[src/rtl/pcce_pkg.sv]
// Shared sizes and types for the pairwise Coulomb energy and force block.
package pcce_pkg;

    localparam int MAX_NUCLEI = 16;
    localparam int MAX_POINTS = 32;

    localparam int NI_W  = (MAX_NUCLEI > 1) ? $clog2(MAX_NUCLEI) : 1;
    localparam int NP_W  = (MAX_POINTS > 1) ? $clog2(MAX_POINTS) : 1;
    localparam int NQ_CW = $clog2(MAX_NUCLEI + 1);
    localparam int NP_CW = $clog2(MAX_POINTS + 1);

    // Datapath width of the shared unit and its step counts
    localparam int ALU_W      = 100;
    localparam int MUL_STEPS  = 33;
    localparam int DIV_NW     = 96;
    localparam int SQ_W       = 66;
    localparam int SQRT_STEPS = SQ_W / 2;
    localparam int CNT_W      = 7;

    typedef enum logic [1:0] {
        ALU_MUL,
        ALU_DIV,
        ALU_SQRT
    } t_alu_op;

    typedef struct packed {
        logic    start;
        t_alu_op op;
    } t_alu_cmd;

    typedef struct packed {
        logic busy;
        logic done;
    } t_alu_stat;

endpackage

[src/rtl/pcce_alu.sv]
// Shared iterative unit: shift-add multiply, restoring divide, bitwise square root.
module pcce_alu
    import pcce_pkg::*;
(
    input  logic             i_clk,
    input  logic             i_rst_n,
    input  t_alu_cmd         i_cmd,
    input  logic [ALU_W-1:0] i_opa,
    input  logic [ALU_W-1:0] i_opb,
    output t_alu_stat        o_stat,
    output logic [ALU_W-1:0] o_res
);

    logic             r_busy;
    logic             r_done;
    t_alu_op          r_op;
    logic [CNT_W-1:0] r_cnt;
    logic [ALU_W-1:0] r_acc;
    logic [ALU_W-1:0] r_opa;
    logic [ALU_W-1:0] r_opb;

    logic [ALU_W-1:0] add_x;
    logic [ALU_W-1:0] add_y;
    logic             sub;
    logic [ALU_W:0]   sum;
    logic             ge;
    logic [CNT_W-1:0] last_cnt;

    always_comb begin
        add_x    = r_acc;
        add_y    = r_opa;
        sub      = 1'b0;
        last_cnt = CNT_W'(MUL_STEPS - 1);
        unique case (r_op)
            ALU_MUL: begin
                add_x    = r_acc;
                add_y    = r_opa;
                sub      = 1'b0;
                last_cnt = CNT_W'(MUL_STEPS - 1);
            end
            ALU_DIV: begin
                // bring down next numerator bit
                add_x    = {r_acc[ALU_W-2:0], r_opb[DIV_NW-1]};
                add_y    = r_opa;
                sub      = 1'b1;
                last_cnt = CNT_W'(DIV_NW - 1);
            end
            ALU_SQRT: begin
                add_x    = {r_acc[ALU_W-3:0], r_opb[SQ_W-1 -: 2]};
                add_y    = {r_opa[ALU_W-3:0], 2'b01};
                sub      = 1'b1;
                last_cnt = CNT_W'(SQRT_STEPS - 1);
            end
            default: begin
                add_x    = r_acc;
                add_y    = '0;
                sub      = 1'b0;
                last_cnt = '0;
            end
        endcase
        sum = {1'b0, add_x} + {1'b0, (sub ? ~add_y : add_y)} + (ALU_W+1)'(sub);
        ge  = sum[ALU_W];
    end

    always_ff @(posedge i_clk) begin
        if (!i_rst_n) begin
            r_busy <= 1'b0;
            r_done <= 1'b0;
            r_op   <= ALU_MUL;
            r_cnt  <= '0;
        end else begin
            r_done <= 1'b0;
            if (i_cmd.start) begin
                r_busy <= 1'b1;
                r_op   <= i_cmd.op;
                r_cnt  <= '0;
                r_acc  <= '0;
                r_opa  <= (i_cmd.op == ALU_SQRT) ? '0 : i_opa;
                r_opb  <= i_opb;
            end else if (r_busy) begin
                unique case (r_op)
                    ALU_MUL: begin
                        if (r_opb[0]) begin
                            r_acc <= sum[ALU_W-1:0];
                        end
                        r_opa <= {r_opa[ALU_W-2:0], 1'b0};
                        r_opb <= {1'b0, r_opb[ALU_W-1:1]};
                    end
                    ALU_DIV: begin
                        r_acc <= ge ? sum[ALU_W-1:0] : add_x;
                        r_opb <= {r_opb[ALU_W-2:0], ge};
                    end
                    ALU_SQRT: begin
                        r_acc <= ge ? sum[ALU_W-1:0] : add_x;
                        r_opa <= {r_opa[ALU_W-2:0], ge};
                        r_opb <= {r_opb[ALU_W-3:0], 2'b00};
                    end
                    default: begin
                        r_acc <= r_acc;
                    end
                endcase
                r_cnt <= r_cnt + CNT_W'(1);
                if (r_cnt == last_cnt) begin
                    r_busy <= 1'b0;
                    r_done <= 1'b1;
                end
            end
        end
    end

    always_comb begin
        unique case (r_op)
            ALU_MUL:  o_res = r_acc;
            ALU_DIV:  o_res = r_opb;
            ALU_SQRT: o_res = r_opa;
            default:  o_res = r_acc;
        endcase
    end

    assign o_stat.busy = r_busy;
    assign o_stat.done = r_done;

endmodule
[config.mk]
export PLATFORM = sky130hd
export DESIGN_NAME = pcce_alu
export DESIGN_NICKNAME = d
export VERILOG_FILES = /design/src/rtl/pcce_pkg.sv /design/src/rtl/pcce_alu.sv
export SDC_FILE = /design/constraint.sdc
export NUM_CORES = 1
export LEC_CHECK = 0
export BUFFER_PORTS_ARGS = -buffer_cell sky130_fd_sc_hd__clkbuf_2
export CORE_AREA = 3 3 312 314
export CTS_CLUSTER_DIAMETER = 150
export CTS_CLUSTER_SIZE = 14
export DETAILED_ROUTE_END_ITERATION = 12
export DIE_AREA = 0 0 315 317
export GPL_ROUTABILITY_DRIVEN = 0
export PLACE_DENSITY_LB_ADDON = 0.12
export SYNTH_ARGS = -nofsm -noshare
export SYNTH_HDL_FRONTEND = slang
export SYNTH_SLANG_ARGS = --single-unit
[constraint.sdc]
create_clock -name i_clk -period 14.55 [get_ports i_clk]
set_clock_uncertainty 0.15 [all_clocks]
set_input_delay 2.91 -clock i_clk [delete_from_list [all_inputs] [get_ports i_clk]]
set_output_delay 2.91 -clock i_clk [all_outputs]
set_load 0.05 [all_outputs]
# Yosys cells after proc, flatten, opt, wreduce, memory -nomap -nowiden
# Cells that the tools add are included.
[totals]
regBits = 311
out_inout_bits = 102
word_cells = 52
[classes]
n_addsub = 3
eq_ne = 5
n_mux = 21
n_bitwise = 3
n_reduce_logical = 13
[op_table]
columns = ["operator", "count"]
rows = [
  ["100-bit one-hot mux with 2 select lines", 5],
  ["100-bit 2-to-1 mux", 9],
  ["100-bit one-hot mux with 3 select lines", 1],
  ["100-bit by 100-bit adder with 101-bit output", 1],
  ["101-bit by 1-bit adder with 101-bit output", 1],
  ["100-bit NOT", 1],
  ["7-bit one-hot mux with 2 select lines", 1],
  ["2-bit OR reduction", 4],
  ["7-bit by 1-bit adder with 7-bit output, second input constant", 1],
  ["7-bit == test", 1],
  ["3-bit AND reduction", 2],
  ["3-bit nonzero test", 2],
  ["1-bit 2-to-1 mux", 5],
  ["2-bit == test, second input constant", 2],
  ["4-bit AND reduction", 1],
  ["4-bit nonzero test", 1],
  ["3-bit inequality test, second input constant", 1],
  ["3-bit OR reduction", 1],
  ["2-bit by 1-bit == test with 1-bit output, second input constant", 1],
  ["2-bit logical NOT", 1],
  ["1-bit NOT", 2],
  ["2-bit nonzero test", 1],
]

# Longest topological paths before layout
[logic_depth]
ltp_word = 10
depth_mapped = 24
ltp_nobuf = 18

# Worst setup path after synthesis
# Ideal clock, no wire load.
[synth_path]
path_type = "input-to-reg"
startpoint = "input port i_cmd[2] (netlist name)"
endpoint = "register r_opa[0] (enable)"
arrival_time_ns = 10.778
slack_ns = 2.909
path_stages = 5
path_cell_list = "clkbuf_1 inv_2 clkbuf_1 clkbuf_1 a21boi_0"
[synth_via]
elab_chain_cells = 2
[synth_lines]
columns = ["item", "line_no", "text"]
rows = [
  ["start: declaration", "pcce_alu.sv:7", "input t_alu_cmd i_cmd,"],
  ["3-bit nonzero test (no line) / 2-bit nonzero test (equally long branches)", "n/a", ""],
  ["3-bit AND reduction (no line) *", "n/a", ""],
  ["end signal: assignment", "pcce_alu.sv:78", "r_opa <= (i_cmd.op == ALU_SQRT) ? '0 : i_opa;"],
  ["end signal: assignment", "pcce_alu.sv:86", "r_opa <= {r_opa[ALU_W-2:0], 1'b0};"],
  ["end signal: assignment", "pcce_alu.sv:95", "r_opa <= {r_opa[ALU_W-2:0], ge};"],
  ["end: declaration", "pcce_alu.sv:19", "logic [ALU_W-1:0] r_opa;"],
]
# Mark *: on every way between the ends. The rest lies on a longest branch, timed or not.
# A chain may end at the register's enable or synchronous reset.

# Worst setup path after layout
[layout_path]
startpoint = "register r_op[0]"
endpoint = "register r_acc[92], data pin"
[layout_via]
elab_chain_cells = 10
[layout_lines]
columns = ["item", "line_no", "text"]
rows = [
  ["start: declaration", "pcce_alu.sv:16", "t_alu_op r_op;"],
  ["start signal: assignment", "pcce_alu.sv:75", "r_op <= i_cmd.op;"],
  ["2-bit by 1-bit == test with 1-bit output / 2-bit logical NOT (equally long branches)", "pcce_alu.sv:34, pcce_alu.sv:81", ""],
  ["2-bit OR reduction (no line)", "n/a", ""],
  ["100-bit one-hot mux with 2 select lines", "pcce_alu.sv:34", "unique case (r_op)"],
  ["100-bit NOT", "pcce_alu.sv:61", "sum = {1'b0, add_x} + {1'b0, (sub ? ~add_y : add_y)} + (ALU_W+1)'(sub);"],
  ["100-bit 2-to-1 mux", "pcce_alu.sv:61", ""],
  ["100-bit by 100-bit adder with 101-bit output", "pcce_alu.sv:61", ""],
  ["101-bit by 1-bit adder with 101-bit output", "pcce_alu.sv:61", ""],
  ["100-bit 2-to-1 mux, on equally long branches", "pcce_alu.sv:90, pcce_alu.sv:94, pcce_alu.sv:83", ""],
  ["100-bit one-hot mux with 2 select lines *", "pcce_alu.sv:81", "unique case (r_op)"],
  ["100-bit 2-to-1 mux *", "pcce_alu.sv:80", "end else if (r_busy) begin"],
  ["end signal: assignment", "pcce_alu.sv:84", "r_acc <= sum[ALU_W-1:0];"],
  ["end signal: assignment", "pcce_alu.sv:90", "r_acc <= ge ? sum[ALU_W-1:0] : add_x;"],
  ["end signal: assignment", "pcce_alu.sv:94", "r_acc <= ge ? sum[ALU_W-1:0] : add_x;"],
  ["end: declaration", "pcce_alu.sv:18", "logic [ALU_W-1:0] r_acc;"],
]
# Mark *: on every way between the ends. The rest lies on a longest branch, timed or not. The select of a mux whose other input is x is not followed.

==> reports/results.ini <==
[finish]
layout_commonest_cell = nand2_1
layout_common_cells = nand2_1, a21oi_1, nor2_1
diodes = 0
final_area_um2 = 29500
fin_nets = 3539
area_delta_synth_final_pct = 11.9
drive_above_1_share_pct = 12.8
fin_util_pct = 31.1

[floorplan]
die_y_um = 317
die_w_um = 315
start_util_pct = 27.8
die_area_um2 = 99900
ios = 307
core-area_um2 = 94900
rows = 113

[pwr]
switchingPower_uw = 2130
p_clk_share_pct = 16.6
internal-power_uw = 2300
swShare_pct = 48.1
pwr-share-seq_pct = 27.9
leakagePower_uw = 0.0107
power_density_nw_per_um2 = 150
combPwrFrac_pct = 55.6
vdd_ir_drop_max_v = 0.0000743

[timing]
worstMarginPinSlew_ns = 1.07
fin_setup_tns_ns = 0
setup_violations = 0
hold_viol_final = 0
rsz0062_at_grt = no
min_period_ns = 7.43
fin_hold_ws_ns = 0.368
slew_violations = 0
max_freq_mhz = 135
timing.final.crit_share_pct = 51.1
slew_headroom_pct = 28.8

[drt]
drt_pass1_iterations = 6
avgRoutedWirePerCell_um = 22.8
routed_wl_mm = 103
drc = 0
final_antenna_net_count = 0
vias_per_cell = 5.62
dr.first_iter.drc_count = 2259
num_vias = 25400

[clock_tree]
postCtsHoldBufs = 0
clockBufferDepth = 3
h-tree-depth = 1
clk_latency_ns = 0.65
cts_resized = 0
clk_pin_slew_worst_paths_ns = 0.08
clockRootBuffer = clkbuf_16
tritoncts = yes
cts_sinks = 311
post-cts-setup-buffers = 0
cts_buffers = 26

[flow_run]
cap_viol_max_count = 0

[critical_path]
end_kind = flip-flop
path_cells = inv_1 > ha_4 > buf_12 > buf_4 > mux2_2 > ha_1 > nand2_1 > nor3_1 > a221oi_2 > or4b_4 > a21bo_1 > a21oi_2 > o211ai_2 > a21oi_4 > or2_2 > buf_4 > a21oi_1 > a211oi_1
path_buf_inv = 4
cpMostUsedCell = buf_4
cp_top_family = buffers and inverters
cpPeakStageDelay_ns = 0.92
worstPathRequired_ns = 14.82
crit_slowest_cell = buf_4
crit_type = flip-flop to flip-flop
setup.worst_path.start_class = flip-flop
arrival_ns = 7.70
path_max_fanout = 185

[global_route]
antenna_found_initial = 0
first_global_vias = 24800
grt_max_degree = 188
gr-usage-all-layers_pct = 19.8
grt_first_pass_wirelength_mm = 157
overflow = 0

[synthesis]
syn-num-nets = 3455
yosysTopAreaCell = edfxtp_1
ys_types = 84
synth_top_area_share_pct = 34.1
synth_cells = 3144
async_reset_ff_share_pct = 0
ys_warn_count = 0
avgSynthCellArea_um2 = 8.40
synth_edf_count = 300
ys_top_cells_by_area = edfxtp_1, a22oi_1, a21oi_1
ys_seq_elements = 311
syn_area_um2 = 26400
synthFlopType = edfxtp_1
seq_area_frac_synth_pct = 35.0

[placement]
place_area_um2 = 28800
dp_hpwl_mm = 73.8
port-buffer-count = 306

[status]
status = complete, no violations

[hold_path]
hold_path.class = flip-flop to flip-flop

power groups by stage:
stage	logic (uW)	clock network (uW)	registers (uW)
finish	2460	732	1230
global route	2710	785	1250
CTS	2460	756	1230
detailed placement	2450	0	1250
global placement	2460	0	1250
floorplan	1810	0	1220
state kept, by name, summed over array words and instances (netlist names):
signal and flops:
r_busy 1, r_cnt 7, r_done 1, r_op 2, r_acc 100, r_opb 100, r_opa 100
worst reg2reg max path: cells and delay by family (launching register included):
| kind | cells | cell delay (ns) |
|---|---|---|
| buf+inv | 4 | 2.38 |
| simple gates | 4 | 1.57 |
| compound gates | 7 | 1.45 |
| fa+ha+maj | 2 | 0.70 |
| flops | 1 | 0.52 |
| mux | 1 | 0.45 |
metrics by stage:
stage	worst slack, ns	total power [uW]	cells
finish	7.12	4420	4513
global route	6.65	4740	4513
CTS	7.08	4450	4513
detailed placement	7.12	3700	4465
global placement	7.25	3720	4465
floorplan	2.91	3030	3144
cell families after synthesis:
logic type / count (synthesis) / synth area share (%)
AND/OR/NAND/NOR: 919 / 15.1
adder cells (fa/ha/maj): 106 / 5.05
AO/OA/AOI/OAI: 1266 / 32.9
XOR/XNOR: 195 / 6.47
multiplexers: 16 / 0.654
flip-flops: 311 / 35.0
buffers and inverters: 331 / 4.87
worst paths after layout:
kind	from	to	slack, ns	depth (start not counted)
min reg2reg	r_cnt[6]	r_cnt[6]	0.37	2
min	r_cnt[6]	r_cnt[6]	0.37	2
max	r_op[0]	r_acc[92]	7.12	18
max reg2reg	r_op[0]	r_acc[92]	7.12	18
synthesized netlist by cell type (10+ instances only):
| library cell | n |
|---|---|
| inv_1 | 48 |
| dfxtp_1 | 11 |
| o21bai_1 | 36 |
| o21ai_0 | 92 |
| a22o_1 | 112 |
| o22ai_1 | 34 |
| nor2_1 | 330 |
| mux2_2 | 10 |
| a22oi_1 | 243 |
| a211oi_1 | 28 |
| nor3_1 | 27 |
| o21ai_1 | 15 |
| nor4_1 | 10 |
| o21a_1 | 16 |
| xnor2_1 | 161 |
| buf_2 | 11 |
| and3_1 | 12 |
| a31oi_1 | 50 |
| xor2_1 | 34 |
| nor2b_1 | 11 |
| a221oi_1 | 100 |
| edfxtp_1 | 300 |
| a21o_1 | 29 |
| nand3_1 | 66 |
| o31ai_1 | 104 |
| buf_1 | 44 |
| a21oi_1 | 349 |
| ha_1 | 105 |
| or3_1 | 22 |
| clkbuf_1 | 219 |
| nand2_1 | 357 |
| nand4_1 | 45 |
cell type report:
class | instances | area, um^2
repair buffers | 338 | 1810
multi-input cells | 2502 | 16000
inverters | 49 | 188
clock inverters | 2 | 32.5
flip-flops and latches | 311 | 9230
clock buffers | 46 | 726
fillers | 10200 | 65300
well taps | 1265 | 1580
per-layer routing:
layer	share of wire (%)	up-vias	routed length (um)	GRT usage, %
met3	4.2	72	4350	1.77
met5	0	-	0	0
met2	44	647	45600	30.9
met1	50	12400	51000	29.8
li1	-	12200	-	-
met4	1.9	0	1910	3.57
No activity file was read; power rests on OpenSTA's default activity.
