<file path="config.mk">
export PLATFORM = sky130hd
export DESIGN_NAME = pcce_ram
export DESIGN_NICKNAME = d
export VERILOG_FILES = /design/src/rtl/pcce_ram.sv
export SDC_FILE = /design/constraint.sdc
export NUM_CORES = 1
export LEC_CHECK = 0
export BUFFER_PORTS_ARGS = -buffer_cell sky130_fd_sc_hd__buf_2
export CAP_MARGIN = 20
export CELL_PAD_IN_SITES_DETAIL_PLACEMENT = 0
export CELL_PAD_IN_SITES_GLOBAL_PLACEMENT = 2
export CORE_ASPECT_RATIO = 1.25
export CORE_MARGIN = 2
export CORE_UTILIZATION = 50
export CTS_BUF_LIST = sky130_fd_sc_hd__clkbuf_4
export CTS_CLUSTER_DIAMETER = 120
export DETAILED_ROUTE_END_ITERATION = 8
export GPL_ROUTABILITY_DRIVEN = 0
export HOLD_SLACK_MARGIN = 0.03
export PLACE_DENSITY = 0.84
export SLEW_MARGIN = 20
export SYNTH_ARGS = -nofsm -noshare
export SYNTH_HDL_FRONTEND = slang
export SYNTH_SLANG_ARGS = --single-unit
</file>
<file path="constraint.sdc">
create_clock -name i_clk -period 2.95 [get_ports i_clk]
set_clock_uncertainty 0.1 [all_clocks]
set_input_delay 0.7375 -clock i_clk [delete_from_list [all_inputs] [get_ports i_clk]]
set_output_delay 0.7375 -clock i_clk [all_outputs]
set_load 0.01 [all_outputs]
</file>
<file path="src/rtl/pcce_ram.sv">
// Simple dual-port RAM with one write port and one registered read port.
module pcce_ram #(
    parameter int W = 8,
    parameter int D = 16
) (
    input  logic                                  i_clk,
    input  logic                                  i_we,
    input  logic [((D > 1) ? $clog2(D) : 1)-1:0] i_waddr,
    input  logic [W-1:0]                          i_wdata,
    input  logic [((D > 1) ? $clog2(D) : 1)-1:0] i_raddr,
    output logic [W-1:0]                          o_rdata
);

    logic [W-1:0] r_mem [D];
    logic [W-1:0] r_rdata;

    always_ff @(posedge i_clk) begin
        if (i_we) begin
            r_mem[i_waddr] <= i_wdata;
        end
        r_rdata <= r_mem[i_raddr];
    end

    assign o_rdata = r_rdata;

endmodule

</file>
Word-level counts from Yosys, hierarchy flattened:

Memories as Yosys holds them, arrays and structs flattened. A register that Yosys moved wholly into a read port is not among the register bits.
Cells that the tools add are included.

* bits in writable memories: 128
* output and inout bits: 8
* memories: 1
* bits in registers: 0
* word-level logic and storage cells: 3

Memory list
* r_mem: words 16, bits a word 8, read ports 1, clocked after Yosys merged registers in 1, wr ports 1, line 14 `logic [W-1:0] r_mem [D];`

* multiplexer cells: 2

Operators with widths (count)
* $mux W1: 2

Logic depth before layout (Yosys ltp):

Gate-level depths: netlist (run 1).

* depth in word-level cells: 2
* depth in mapped cells: 5

Worst setup path before layout (run 1):

Ideal clock, no wire load.

* path kind: input -> register
* start: in i_waddr[2] in the netlist's numbering
* end: mem r_mem[0][0] (enable)
* required time: 2.467 ns
* arrival: 1.847 ns
* cell stages on the path: 2
* path slack: 0.620 ns
* cell sequence: or3b_2 nor3_1

RTL lines
* from (decl): line 8 `input logic [((D > 1) ? $clog2(D) : 1)-1:0] i_waddr,`
* to (decl): line 14

Straight into the memory's write port.

Worst setup path after layout (run 1):

* start: reg r_rdata[6] (netlist: o_rdata[6]) (read register of r_mem)
* end: out o_rdata[6]

RTL lines
* from (decl): line 15 `logic [W-1:0] r_rdata;`
* to (decl): line 11 `output logic [W-1:0] o_rdata`

No word-level cell between the ends.

==> results of run 1 <==
-- cell type report --
class	count	area [sq um]	area share
clock inverter	13	159	0.0273
clock buffer	19	143	0.0245
multi-input combinational	83	1060	0.182
tap	129	161	0.0277
sequential	136	4000	0.688
timing repair buffer	44	293	0.0503
-- sequential cells by signal, summed over array words and instances (netlist names) --
| register | cells |
|---|---|
| r_mem | 128 |
| o_rdata | 8 |
-- power by group through the flow --
stage                     logic, mW  clock network [mW]  registers (mW)
after floorplan               0.110                   0            2.22
after global placement        0.199                   0            2.21
after detailed placement      0.203                   0            2.21
after CTS                     0.204                1.31            2.17
after global routing          0.217                1.38            2.17
final                         0.199                1.27            2.17
-- metal layers --
layer / part of all wire / routed length, microns / track usage
met1: 0.39 / 3600 / 0.229
met3: 0.042 / 395 / 0.0520
met4: 0.015 / 135 / 0.0752
met5: 0 / 0 / 0
met2: 0.56 / 5180 / 0.310
-- final timing paths --
kind,to,depth (start not counted)
worst max register to register,o_rdata[3]$_DFF_P_,3
worst min-delay path,r_mem[10][1]$_DFFE_PP_,1
worst min register to register,o_rdata[2]$_DFF_P_,3
worst max-delay path,o_rdata[6],1
-- synth_stat cells --
cell             instances  area share
nor2b_1                  1      0.0012
buf_6                    3      0.0066
mux4_2                  18       0.079
buf_2                    3      0.0029
edfxtp_1               128        0.75
clkdlybuf4s25_2          3      0.0058
nand2b_1                 2      0.0024
nor2_1                  13      0.0095
dfxtp_1                  8       0.031
and2b_1                  1      0.0015
and2_1                   1      0.0012
nor3_1                   4      0.0039
nand3_1                  1     0.00097
or3b_2                   1      0.0017
a22oi_1                 16       0.023
buf_4                    1      0.0015
nand2_1                  9      0.0066
mux4_1                  14       0.071
nand3b_1                 2      0.0029
-- worst register-to-register path: stages, from the launching register on --
cell	delay (ns)
edfxtp_1	0.39
mux4_1	0.54
a22oi_1	0.29
nand2_1	0.08
-- kinds of logic (layout without fill, tap and decap cells) --
| kind of cell | Yosys count | count (layout) |
|---|---|---|
| AOI/OAI and AO/OA | 16 | 16 |
| buffers and inverters | 10 | 76 |
| DFF | 136 | 136 |
| muxes | 32 | 32 |
| and+or+nand+nor | 35 | 35 |
==> results.json, run 1 <==
{
  "run_status": "finished, final reports clean",
  "r2r_slack_ns": 1.46,
  "setup.worst_path.start": "o_rdata[6]$_DFF_P_",
  "path_max_fanout": 1,
  "root_buffer": "clkbuf_4",
  "hold_violations": 0,
  "synthXorXnorAreaFrac": 0,
  "power_frac_clock": 0.349,
  "crit_path_end_kind": "output port",
  "path_buf_inv": 1,
  "synth_area_per_cell_sq_um": 22.5,
  "timing.setup.tns_ns": 0,
  "fmax_ghz": 0.535,
  "muxShareOfSynthArea": 0.150,
  "crit_type": "register to output port",
  "fin_crit_sh": 0.634,
  "dp_hpwl_microns": 6010,
  "min_from": "i_wdata[1]",
  "p_sw_frac": 0.199,
  "intPower_mw": 2.92,
  "cpMaxStageDelayCell": "dfxtp_1",
  "grt_pass1_vias": 2539,
  "worstMarginPinSlew_ns": 0.669,
  "area_growth_pct": 13.0,
  "core_area_sq_mm": 0.0101,
  "path_cells": "buf_2",
  "post-route-util": 0.579,
  "yosysSeqAreaShare": 0.778,
  "num_io_pins": 26,
  "fin_nets": 300,
  "synth_seq_cells": 136,
  "die_h_microns": 117,
  "cts_buffers": 17,
  "antenna_cells": 0,
  "finalPower_mw": 3.64,
  "yosysWarnings": 0,
  "place_inst": 392,
  "layout_commonest_cell": "edfxtp_1",
  "die_area_sq_mm": 0.0111,
  "stdcell_count": 424,
  "grt_max_degree": 33,
  "cts_tree": "yes",
  "io_buffers": 25,
  "wl_per_cell_microns": 22.0,
  "cp_data_arrival_time_ns": 1.03,
  "antenna_found_initial": 0,
  "routed_wl_microns": 9310,
  "synth-simple-area-share": 0.0318,
  "via_count": 2418,
  "pre_cts_ws_ns": 0.618,
  "leakage_nw": 1.97,
  "synth_top_family_by_area": "multiplexers",
  "drt_first_iter_violations": 149,
  "start_util": 0.512,
  "ir_drop_v": 0.000307,
  "clkLatencyLatePin_ns": 0.51,
  "place_area_sq_mm": 0.00552,
  "path_clk_slew_ns": 0.10,
  "worstSetupStartpointType": "register",
  "final_cell_mix": "edfxtp_1 (128), buf_2 (25), clkbuf_4 (19)",
  "switchingPower_mw": 0.725,
  "synth_fa_ha_area_frac": 0,
  "grt_pass1_wl_microns": 14200,
  "crit_family": "flip-flops",
  "worst_slack_ns": 1.08,
  "drive_gt1_frac": 0.305,
  "post-route-drc-count": 0,
  "synth_compound_area_frac": 0.0233,
  "routed_via_density": 5.70,
  "seqPwrFrac": 0.596,
  "synth.distinct_cells": 19,
  "p_per_area_mw_per_mm2": 626,
  "cts_setup_buffers": 0,
  "setup-violations-final": 0,
  "max-slew-margin-rel": 0.553,
  "syn_inst": 229,
  "antenna_left": 0,
  "firstDrtPassIters": 4,
  "row_count": 41,
  "synthesis.area_sq_mm": 0.00515,
  "fill_cells": 790,
  "hp-class": "input pin to register",
  "syn_nets": 247,
  "final_area_sq_mm": 0.00582,
  "cts_buffer_depth": 2,
  "track_usage": 0.186,
  "final.min_clock_period_ns": 1.87,
  "drv_cap": 0,
  "cts_hold_buf": 0,
  "die_x_microns": 94.8,
  "pwr-share-comb": 0.055,
  "slowest_delay_ns": 0.38,
  "overflow": 0,
  "cts_resized": 0,
  "whs_ns": 0.504,
  "r2r-start": "r_mem[1][3]$_DFFE_PP_",
  "htree_levels": 4,
  "numClockSinks": 136,
  "rsz0062_at_grt": "false",
  "worstPathRequired_ns": 2.11,
  "drv_slew": 0
}
No activity file was read; power rests on OpenSTA's default activity.
==> run 2: changes to the inputs <==
- CORE_UTILIZATION: 50 -> 45
- PLACE_DENSITY: 0.84 -> 0.8
- clock period: 2.95 -> 1.7 ns (I/O delays scaled with it)
==> results.json, run 2 (synthesized netlist as in run 1, its figures left out) <==
{
  "run_status": "finished, final reports clean",
  "p_sw_frac": 0.207,
  "drt_first_iter_violations": 169,
  "routed_via_density": 5.54,
  "seqPwrFrac": 0.621,
  "track_usage": 0.163,
  "intPower_mw": 4.80,
  "die_h_microns": 124,
  "leakage_nw": 2.02,
  "max-slew-margin-rel": 0.497,
  "via_count": 2459,
  "worstMarginPinSlew_ns": 0.752,
  "drv_cap": 0,
  "post-route-util": 0.529,
  "overflow": 0,
  "drv_slew": 0,
  "largest_register_ffs": 128,
  "clkLatencyLatePin_ns": 0.51,
  "path_clk_slew_ns": 0.10,
  "path_buf_inv": 1,
  "grt_max_degree": 27,
  "cts_resized": 0,
  "drive_gt1_frac": 0.351,
  "final_cell_mix": "edfxtp_1 (128), buf_4 (30), buf_2 (25)",
  "place_area_sq_mm": 0.00564,
  "cts_hold_buf": 0,
  "hold_violations": 0,
  "r2r_slack_ns": 0.24,
  "routed_wl_microns": 9120,
  "hp-class": "input pin to register",
  "layout_commonest_cell": "edfxtp_1",
  "fin_crit_sh": 0.895,
  "cts_tree": "yes",
  "wl_per_cell_microns": 20.5,
  "io_buffers": 25,
  "row_count": 43,
  "antenna_left": 0,
  "post-route-drc-count": 0,
  "highest_layer": "met4",
  "core_area_sq_mm": 0.0111,
  "path_cells": "buf_2",
  "cp_data_arrival_time_ns": 1.00,
  "worstSetupStartpointType": "register",
  "crit_type": "register to output port",
  "ir_drop_v": 0.000367,
  "timing.setup.tns_ns": 0,
  "numClockSinks": 136,
  "stdcell_count": 444,
  "htree_levels": 4,
  "rsz0062_at_grt": "false",
  "cpMaxStageDelayCell": "dfxtp_1",
  "pwr-share-comb": 0.060,
  "worstPathRequired_ns": 1.17,
  "place_inst": 411,
  "cts_buffers": 17,
  "num_io_pins": 26,
  "finalPower_mw": 6.06,
  "slowest_delay_ns": 0.36,
  "grt_pass1_wl_microns": 14100,
  "worst_slack_ns": 0.179,
  "final_area_sq_mm": 0.00590,
  "firstDrtPassIters": 5,
  "pre_cts_ws_ns": -0.268,
  "fmax_ghz": 0.657,
  "final.min_clock_period_ns": 1.52,
  "switchingPower_mw": 1.26,
  "dp_hpwl_microns": 6220,
  "whs_ns": 0.194,
  "wl_met1_microns": 3740,
  "die_x_microns": 99.7,
  "regMostFlops": "r_mem",
  "root_buffer": "clkbuf_4",
  "cts_buffer_depth": 2,
  "fin_nets": 313,
  "wl_met2_microns": 4770,
  "die_area_sq_mm": 0.0123,
  "setup-violations-final": 0,
  "met3_length_microns": 460,
  "grt_pass1_vias": 2512,
  "cts_setup_buffers": 0,
  "path_max_fanout": 1,
  "area_growth_pct": 14.6,
  "power_frac_clock": 0.318,
  "start_util": 0.462,
  "p_per_area_mw_per_mm2": 1030,
  "antenna_found_initial": 1,
  "crit_family": "flip-flops",
  "crit_path_end_kind": "output port"
}
==> run 2: per-layer routing <==
metal  vias to the layer above  GRT usage
met5                         -          0
met4                         0     0.0668
met3                        10     0.0438
met2                        84      0.277
met1                      1255      0.201
li1                       1110          -
==> run 2: layout make-up <==
cell class / instances / area (sq um)
diodes: 1 / 2.50
fillers: 853 / 5240
well taps: 135 / 169
repair buffers: 57 / 390
clock buffers: 20 / 150
multi-input cells: 83 / 1070
clock inverters: 12 / 109
flip-flops and latches: 136 / 4000
==> run 2: final timing paths <==
| path | depth (start not counted) | end | from |
|---|---|---|---|
| worst min-delay path | 1 | r_mem[10][0]$_DFFE_PP_ | i_wdata[0] |
| worst max-delay path | 1 | o_rdata[6] | o_rdata[6]$_DFF_P_ |
| worst max register to register | 3 | o_rdata[4]$_DFF_P_ | r_mem[3][4]$_DFFE_PP_ |
| worst min register to register | 3 | o_rdata[4]$_DFF_P_ | r_mem[15][4]$_DFFE_PP_ |
==> run 2: power groups by stage <==
stage	Clock (mW)	Combinational (mW)	Sequential [mW]
after floorplan	0	0.191	3.84
after global placement	0	0.366	3.84
after detailed placement	0	0.373	3.84
after CTS	1.98	0.373	3.76
after global routing	2.13	0.400	3.77
final	1.93	0.365	3.76
==> run 3: changes to the inputs <==
- PLACE_DENSITY: 0.8 -> 0.88
==> results.json, run 3 (synthesized netlist as in run 1, its figures left out) <==
{
  "antenna_left": 0,
  "crit_family": "flip-flops",
  "worstMarginPinSlew_ns": 0.803,
  "run_status": "finished, final reports clean",
  "drv_cap": 0,
  "row_count": 43,
  "die_h_microns": 124,
  "cts_buffers": 17,
  "final.min_clock_period_ns": 1.57,
  "overflow": 0,
  "slowest_delay_ns": 0.38,
  "start_util": 0.462,
  "fin_crit_sh": 0.922,
  "wl_per_cell_microns": 20.1,
  "firstDrtPassIters": 4,
  "r2r_slack_ns": 0.26,
  "cts_resized": 0,
  "grt_max_degree": 19,
  "via_count": 2376,
  "routed_via_density": 5.44,
  "cpMaxStageDelayCell": "dfxtp_1",
  "root_buffer": "clkbuf_4",
  "antenna_found_initial": 1,
  "die_x_microns": 99.7,
  "numClockSinks": 136,
  "regMostFlops": "r_mem",
  "routed_wl_microns": 8780,
  "cp_data_arrival_time_ns": 1.04,
  "largest_register_ffs": 128,
  "leakage_nw": 1.99,
  "clkLatencyLatePin_ns": 0.51,
  "post-route-drc-count": 0,
  "worstPathRequired_ns": 1.17,
  "core_area_sq_mm": 0.0111,
  "pre_cts_ws_ns": -0.218,
  "crit_type": "register to output port",
  "path_max_fanout": 1,
  "fill_cells": 872,
  "drive_gt1_frac": 0.336,
  "layout_commonest_cell": "edfxtp_1",
  "cts_hold_buf": 0,
  "grt_pass1_wl_microns": 13400,
  "htree_levels": 4,
  "io_buffers": 25,
  "max-slew-margin-rel": 0.464,
  "p_per_area_mw_per_mm2": 1030,
  "cts_setup_buffers": 0,
  "final_area_sq_mm": 0.00587,
  "crit_path_end_kind": "output port",
  "ir_drop_v": 0.000476,
  "grt_pass1_vias": 2491,
  "num_io_pins": 26,
  "drt_first_iter_violations": 120,
  "path_clk_slew_ns": 0.11,
  "rsz0062_at_grt": "false",
  "final_cell_mix": "edfxtp_1 (128), buf_2 (25), clkbuf_4 (21), buf_4 (21), mux4_2 (18)",
  "place_area_sq_mm": 0.00561,
  "cts_tree": "yes",
  "post-route-util": 0.527,
  "hold_violations": 0,
  "die_area_sq_mm": 0.0123,
  "worst_slack_ns": 0.133,
  "fin_nets": 306,
  "finalPower_mw": 6.05,
  "drv_slew": 0,
  "fmax_ghz": 0.638,
  "hp-class": "input pin to register",
  "path_cells": "buf_2",
  "dp_hpwl_microns": 6040,
  "worstSetupStartpointType": "register",
  "cts_buffer_depth": 2,
  "area_growth_pct": 14.1,
  "timing.setup.tns_ns": 0,
  "path_buf_inv": 1,
  "track_usage": 0.159,
  "setup-violations-final": 0
}
## run 3: cell count changes in the layout (fill, tap and decap cells not counted), sizes merged
cell	delta
clkinvlp	+1
clkinv	-2
clkbuf	+1
buf	-7
## run 3: path summary, 6_finish.rpt
| path | start | endpoint | cells after the start |
|---|---|---|---|
| max | o_rdata[7]$_DFF_P_ | o_rdata[7] | 1 |
| min | i_wdata[3] | r_mem[3][3]$_DFFE_PP_ | 1 |
| max reg2reg | r_mem[10][4]$_DFFE_PP_ | o_rdata[4]$_DFF_P_ | 3 |
| min reg2reg | r_mem[15][2]$_DFFE_PP_ | o_rdata[2]$_DFF_P_ | 3 |
## run 3: stage by stage
| stage | hold WS (ns) | std cells |
|---|---|---|
| floorplan | 0.424 | 229 |
| global placement | 0.550 | 404 |
| detailed placement | 0.568 | 404 |
| CTS | 0.134 | 436 |
| global route | 0.135 | 437 |
| finish | 0.185 | 437 |
## run 3: cell type report
class / instances / area, sq um / area share
antenna: 1 / 2.50 / 0.000426
sequential: 136 / 4000 / 0.682
timing repair buffer: 50 / 363 / 0.0618
multi-input combinational: 83 / 1070 / 0.183
clock inverter: 11 / 106 / 0.0181
tap: 135 / 169 / 0.0288
clock buffer: 21 / 158 / 0.0268
## run 3: per-layer routing
metal / up-vias / GRT usage / share of wire
met5: - / 0 / 0
met4: 0 / 0.0728 / 0.014
met3: 8 / 0.0505 / 0.048
met2: 67 / 0.282 / 0.56
met1: 1208 / 0.174 / 0.38
li1: 1093 / - / -
## run 3: power by group
part           switching (mW)  internal, mW  leakage [nW]  total, mW
logic                   0.195         0.164         0.623      0.359
clock network            1.02         0.913         0.146       1.93
registers              0.0211          3.74          1.22       3.76
total                    1.23          4.82          1.99       6.05
